--- config.mk ---
export PLATFORM = sky130hd
export DESIGN_NAME = pvr_front
export DESIGN_NICKNAME = d
export VERILOG_FILES = /design/src/rtl/pvr_pkg.sv /design/src/rtl/pvr_front.sv
export SDC_FILE = /design/constraint.sdc
export NUM_CORES = 2
export LEC_CHECK = 0
export ABC_AREA = 1
export ABC_CLOCK_PERIOD_IN_PS = 10600
export BUFFER_PORTS_ARGS = -buffer_cell sky130_fd_sc_hd__buf_2
export CORE_MARGIN = 2
export CORE_UTILIZATION = 60
export DETAILED_ROUTE_END_ITERATION = 16
export MAX_ROUTING_LAYER = met4
export PLACE_DENSITY = 0.77
export SYNTH_ARGS = -nofsm -noshare
export SYNTH_HDL_FRONTEND = slang
export SYNTH_SLANG_ARGS = --single-unit
--- constraint.sdc ---
create_clock -name i_clk -period 10.6 [get_ports i_clk]
set_input_delay 0.53 -clock i_clk [delete_from_list [all_inputs] [get_ports i_clk]]
set_output_delay 0.53 -clock i_clk [all_outputs]
set_load 0.01 [all_outputs]
--- src/rtl/pvr_pkg.sv ---
// ----------------------------------------------------------------------------
// pvr_pkg
// Shared widths, constants, register indexes and CORDIC tables for the
// polar vector resultant block.
// ----------------------------------------------------------------------------
package pvr_pkg;

    localparam int MAG_BITS        = 16;
    localparam int ANGLE_FRAC_BITS = 6;
    localparam int GUARD_BITS      = 16;
    localparam int AZ_W            = 15;
    localparam int SUM_MAG_W       = MAG_BITS + 1;
    localparam int CFG_IDX_W       = 2;
    localparam int CFG_DATA_W      = 16;

    // component datapath width (signed) and rotation angle width (signed)
    localparam int COMP_W = 38;
    localparam int ZR_W   = 34;

    localparam logic [AZ_W-1:0] TURN_UNITS    = AZ_W'(360 << ANGLE_FRAC_BITS);
    localparam logic [AZ_W-1:0] QUARTER_UNITS = AZ_W'(90 << ANGLE_FRAC_BITS);
    localparam logic [31:0]     HALF_BIN      = 32'h8000_0000;
    localparam logic [31:0]     QUARTER_BIN   = 32'h4000_0000;
    localparam logic [31:0]     GAIN_K        = 32'd2608131496;
    localparam logic [SUM_MAG_W-1:0] MAG_SUM_MAX =
        SUM_MAG_W'((2 ** (MAG_BITS + 1)) - 2);

    // units to binary turns: t = u*2^23/45 rounded, split as
    // u*floor(2^23/45) + floor((23u + 22)/45); the second part uses a
    // reciprocal multiply that is exact for 20-bit operands.
    localparam logic [17:0] TURN_MUL   = 18'd186413;
    localparam logic [4:0]  TURN_REM   = 5'd23;
    localparam logic [4:0]  TURN_BIAS  = 5'd22;
    localparam logic [20:0] RECIP_45   = 21'd1491309;
    localparam int          RECIP_SHIFT = 26;

    // configuration register indexes
    localparam logic [CFG_IDX_W-1:0] CFG_NODATA_ENABLE = 2'd0;
    localparam logic [CFG_IDX_W-1:0] CFG_NODATA_VALUE  = 2'd1;

    localparam logic [31:0] ATAN_TURNS [32] = '{
        32'h20000000, 32'h12E4051E, 32'h09FB385B, 32'h051111D4,
        32'h028B0D43, 32'h0145D7E1, 32'h00A2F61E, 32'h00517C55,
        32'h0028BE53, 32'h00145F2F, 32'h000A2F98, 32'h000517CC,
        32'h00028BE6, 32'h000145F3, 32'h0000A2FA, 32'h0000517D,
        32'h000028BE, 32'h0000145F, 32'h00000A30, 32'h00000518,
        32'h0000028C, 32'h00000146, 32'h000000A3, 32'h00000051,
        32'h00000029, 32'h00000014, 32'h0000000A, 32'h00000005,
        32'h00000003, 32'h00000001, 32'h00000001, 32'h00000000
    };

endpackage

--- src/rtl/pvr_front.sv ---
// ----------------------------------------------------------------------------
// pvr_front
// Three-stage front end: compass azimuth to math angle in binary turns,
// gain pre-scale of the magnitude, and half-plane fold for the rotator.
// ----------------------------------------------------------------------------
module pvr_front (
    input  logic                                 i_clk,
    input  logic                                 i_en,
    input  logic [pvr_pkg::MAG_BITS-1:0]         i_mag,
    input  logic [pvr_pkg::AZ_W-1:0]             i_az,
    output logic signed [pvr_pkg::COMP_W-1:0]    o_x,
    output logic signed [pvr_pkg::ZR_W-1:0]      o_z
);
    localparam int AW = pvr_pkg::AZ_W;

    logic [AW-1:0]                   az_red;
    logic [AW:0]                     math_raw;
    logic [AW-1:0]                   math_u;
    logic [AW-1:0]                   r_u;
    logic [pvr_pkg::MAG_BITS-1:0]    r_m;
    logic [19:0]                     rem_num;
    logic [40:0]                     rem_prod;
    logic [32:0]                     r_p1;
    logic [14:0]                     r_q;
    logic [31:0]                     r_gx;
    logic [31:0]                     t_sum;
    logic [31:0]                     t_fold;
    logic                            flip;
    logic [47:0]                     gain_prod;
    logic signed [pvr_pkg::COMP_W-1:0] r_x;
    logic signed [pvr_pkg::ZR_W-1:0]   r_z;

    // stage 1: reduce the azimuth into one turn, then to math angle
    always_comb begin
        az_red   = (i_az >= pvr_pkg::TURN_UNITS) ? i_az - pvr_pkg::TURN_UNITS : i_az;
        math_raw = {1'b0, pvr_pkg::QUARTER_UNITS} + {1'b0, pvr_pkg::TURN_UNITS}
                 - {1'b0, az_red};
        math_u   = (math_raw >= {1'b0, pvr_pkg::TURN_UNITS})
                 ? AW'(math_raw - {1'b0, pvr_pkg::TURN_UNITS}) : AW'(math_raw);
    end

    always_ff @(posedge i_clk) begin
        if (i_en) begin
            r_u <= math_u;
            r_m <= i_mag;
        end
    end

    // stage 2: split multiplies for the turn conversion, gain scale
    always_comb begin
        rem_num   = 20'(r_u) * 20'(pvr_pkg::TURN_REM) + 20'(pvr_pkg::TURN_BIAS);
        rem_prod  = 41'(rem_num) * 41'(pvr_pkg::RECIP_45);
        gain_prod = 48'(r_m) * 48'(pvr_pkg::GAIN_K);
    end

    always_ff @(posedge i_clk) begin
        if (i_en) begin
            r_p1 <= 33'(r_u) * 33'(pvr_pkg::TURN_MUL);
            r_q  <= rem_prod[pvr_pkg::RECIP_SHIFT +: 15];
            r_gx <= gain_prod[47:16];
        end
    end

    // stage 3: fold the left half-plane onto the right one
    always_comb begin
        t_sum  = r_p1[31:0] + 32'(r_q);
        flip   = (t_sum + pvr_pkg::QUARTER_BIN) >= pvr_pkg::HALF_BIN;
        t_fold = flip ? t_sum - pvr_pkg::HALF_BIN : t_sum;
    end

    always_ff @(posedge i_clk) begin
        if (i_en) begin
            r_x <= flip ? -$signed({6'd0, r_gx}) : $signed({6'd0, r_gx});
            r_z <= $signed({{(pvr_pkg::ZR_W-32){t_fold[31]}}, t_fold});
        end
    end

    assign o_x = r_x;
    assign o_z = r_z;
endmodule

==> metrics.txt <==
# TYPE chip_impl_metric gauge
chip_impl_info{name="crit_path_start_kind",value="flip-flop"} 1
chip_impl_metric{name="synth_largest_type_area_fraction",unit=""} 0.2584
chip_impl_metric{name="drt_iter0_markers",unit=""} 1711
chip_impl_metric{name="reg2reg_setup_slack",unit="ns"} 1.05
chip_impl_metric{name="post_dp_hpwl",unit="mm"} 64.70
chip_impl_metric{name="drt-pass1-iter-count",unit=""} 5
chip_impl_metric{name="drtAntennaViolNets",unit=""} 0
chip_impl_metric{name="final_hold_fails",unit=""} 0
chip_impl_metric{name="gp_congestion",unit=""} 1.023
chip_impl_metric{name="clock_latency",unit="ns"} 0.51
chip_impl_info{name="critPathKind",value="reg2reg"} 1
chip_impl_metric{name="hold_depth",unit=""} 1
chip_impl_info{name="most_instantiated_cells_after_synthesis",value="inv_1 (835), nand2_1 (532), ha_1 (514), fa_1 (391), nor2_1 (238)"} 1
chip_impl_metric{name="initial_core_utilization",unit=""} 0.6062
chip_impl_metric{name="maxSlewViolCount",unit=""} 0
chip_impl_metric{name="finalCriticalPeriod",unit="ns"} 9.548
chip_impl_metric{name="timing.max_slew.rel_slack",unit=""} 0.3717
chip_impl_metric{name="synthesis_warnings",unit=""} 0
chip_impl_metric{name="design.final.nets",unit=""} 4482
chip_impl_info{name="netlist.top_cell.by_area",value="fa_1"} 1
chip_impl_metric{name="setup-tns-final",unit="ns"} 0
chip_impl_metric{name="first_pass_grt_wire_length",unit="mm"} 120.1
chip_impl_info{name="synthTopCellsByArea",value="fa_1 (26%), ha_1 (21%), edfxtp_1 (18%)"} 1
chip_impl_metric{name="cts_htree_levels",unit=""} 4
chip_impl_metric{name="stdcell_area",unit="um2"} 32180
chip_impl_metric{name="port-buffer-count",unit=""} 104
chip_impl_metric{name="detail_route.vias_per_cell",unit=""} 5.401
chip_impl_metric{name="die_w",unit="um"} 228.7
chip_impl_metric{name="asyncSetResetFlopFracSynth",unit=""} 0
chip_impl_info{name="most_numerous_cell_in_the_yosys_netlist",value="inv_1"} 1
chip_impl_info{name="worst_r2r_dst",value="r_q[10]"} 1
chip_impl_metric{name="critical_path.max_fanout",unit=""} 13
chip_impl_metric{name="cts.repair_timing.setup_buffer_count",unit=""} 0
chip_impl_info{name="synth_flop_cell",value="edfxtp_1"} 1
chip_impl_info{name="critical_path.reg2reg.startpoint",value="r_u[0]"} 1
chip_impl_metric{name="cts.path.max_buffers",unit=""} 2
chip_impl_metric{name="drt-total-wl",unit="mm"} 74.56
chip_impl_metric{name="overflow",unit=""} 0
chip_impl_metric{name="arrival",unit="ns"} 9.80
chip_impl_metric{name="remaining_drc_errors",unit=""} 0
chip_impl_metric{name="max_freq",unit="MHz"} 104.7
chip_impl_info{name="worst_path_max_delay_cell",value="edfxtp_1"} 1
chip_impl_metric{name="grt_max_degree",unit=""} 72
chip_impl_metric{name="fin_crit_sh",unit=""} 0.9008
chip_impl_metric{name="diodes",unit=""} 0
chip_impl_metric{name="grt_antenna_before_repair",unit=""} 0
chip_impl_metric{name="drive_gt1_frac",unit=""} 0.04695
chip_impl_metric{name="postSynthRegisterBits",unit=""} 180
chip_impl_metric{name="syn_to_final_growth",unit="%"} 6.242
chip_impl_metric{name="placeableCoreArea",unit="um2"} 49970
chip_impl_metric{name="area_enclosed_by_the_die_boundary",unit="um2"} 52290
chip_impl_metric{name="setup_violations",unit=""} 0
chip_impl_metric{name="vias",unit=""} 22840
chip_impl_metric{name="cts_hold_buf",unit=""} 0
chip_impl_metric{name="synthesis.area_per_instance",unit="um2"} 8.835
chip_impl_info{name="buffer_cell_driving_the_clock_tree_root",value="clkbuf_16"} 1
chip_impl_metric{name="placed_cell_area",unit="um2"} 31610
chip_impl_info{name="clock_tree_from_tritoncts",value="yes"} 1
chip_impl_metric{name="yosys.cell_types.count",unit=""} 47
chip_impl_info{name="outcome",value="completed"} 1
chip_impl_info{name="hold_end",value="r_m[9]"} 1
chip_impl_info{name="worst_setup_path_end_kind",value="flip-flop"} 1
chip_impl_metric{name="worst_r2r_path_depth",unit=""} 31
chip_impl_metric{name="ios",unit=""} 105
chip_impl_metric{name="wl_per_cell",unit="um"} 17.63
chip_impl_metric{name="synth_cells",unit=""} 3428
chip_impl_info{name="timing.hold.worst.start",value="i_mag[9]"} 1
chip_impl_metric{name="groute.usage.overall",unit=""} 0.3042
chip_impl_metric{name="die_y",unit="um"} 228.7
chip_impl_metric{name="num_rows",unit=""} 82
chip_impl_metric{name="final.setup_skew",unit="ns"} 0.02650
chip_impl_metric{name="postSynthNetCount",unit=""} 4366
chip_impl_metric{name="total_cts_buffers",unit=""} 17
chip_impl_info{name="timing.critical_path.mode_cell",value="fa_1"} 1
chip_impl_metric{name="seq_area_frac_synth",unit=""} 0.1785
chip_impl_metric{name="cts_resized",unit=""} 0
chip_impl_metric{name="max_cap_viol_count",unit=""} 0
chip_impl_metric{name="synth_area",unit="um2"} 30290
chip_impl_info{name="rsz0062_at_grt",value="no"} 1
chip_impl_metric{name="clkTransAtPathRegs",unit="ns"} 0.10
chip_impl_info{name="worstHoldPathType",value="in2reg"} 1
chip_impl_metric{name="number_of_global_route_vias_before_repair",unit=""} 23320
chip_impl_metric{name="synth-edff-count",unit=""} 180
chip_impl_metric{name="worst_path_largest_cell_delay",unit="ns"} 0.79
chip_impl_metric{name="crit_path_required_time",unit="ns"} 10.85
chip_impl_metric{name="worstMarginPinSlew",unit="ns"} 0.9424
chip_impl_metric{name="cts_num_sinks",unit=""} 180
## metal layers
| layer | global-route usage | wire length, um | vias up |
|---|---|---|---|
| met5 | - | 0 | - |
| met3 | 0.03493 | 3539 | 131 |
| met4 | 0.09722 | 2238 | 0 |
| met1 | 0.3804 | 31400 | 10960 |
| li1 | - | - | 11090 |
| met2 | 0.5178 | 37370 | 667 |
## kinds of logic after synthesis
family,share of synthesized area
AO/OA/AOI/OAI,0.06069
XOR/XNOR,0.04280
adder cells (fa/ha/maj),0.4708
buffers and inverters,0.1066
flip-flops,0.1785
AND/OR/NAND/NOR,0.1407
## worst max-delay path, delay by kind of cell, from the launching register on
kind                     cells  cell delay [ns]
AND/OR/NAND/NOR              6             0.96
buffers and inverters        6             0.84
AO/OA/AOI/OAI                5             1.24
XOR/XNOR                     3             0.46
adder cells (fa/ha/maj)     11             5.01
flip-flops                   1             0.79
## layout by cell type, fill, tap and decap left out, types with 4 or more instances in the layout
master       n
edfxtp_1   180
fa_1       391
nand2_2      7
or2_2        4
o21ai_0     92
nand4_1     25
xor2_1     105
a21o_1      17
clkbuf_16   17
nand2_1    532
and2_1       4
o21bai_1    14
nor2_2       7
nand3b_1     7
nor2_1     238
inv_6        4
inv_1      835
buf_4        4
inv_2        4
nand3_1    145
o21a_1       7
a31oi_1     31
nor4_1      10
nor3_1      30
xnor2_1     43
ha_1       514
a21oi_1    140
buf_2      103
## through the flow
stage          hold WS [ns]  worst slack (ns)  cells  utilization
2_1_floorplan        0.4264             2.075   3428            -
3_3_place_gp         0.4423             1.248   4197       0.6326
3_5_place_dp         0.4618             1.044   4197       0.6326
4_1_cts              0.1701             1.022   4229       0.6440
5_1_grt              0.1734            0.2425   4229       0.6440
6_report             0.1905             1.052   4229       0.6440
## worst max-delay path by stage
stage           start  endpoint  slack [ns]  cells past startpoint
2_1_floorplan  r_u[2]    r_q[9]        2.07                     37
3_3_place_gp   r_u[0]   r_q[10]        1.25                     31
3_5_place_dp   r_u[0]   r_q[10]        1.04                     31
4_1_cts        r_u[0]   r_q[10]        1.02                     31
5_1_grt        r_u[0]   r_q[10]        0.24                     31
6_report       r_u[0]   r_q[10]        1.05                     31
## sequential cells by signal (all words and copies together) (netlist names)
signal / cells
o_z: 32
r_p1: 32
r_m: 16
r_u: 15
o_x: 38
r_gx: 32
r_q: 15
## area by class of cell
cell class	count	area [um2]
clock buffers	17	425.4
clock inverters	15	142.6
fillers	4141	17790
inverters	840	3153
multi-input cells	2397	21650
flip-flops and latches	180	5405
well taps	672	840.8
repair buffers	108	556.8
Power is not shown: default switching activity piles up to over one toggle a cycle in this logic, so the estimate is an artifact.
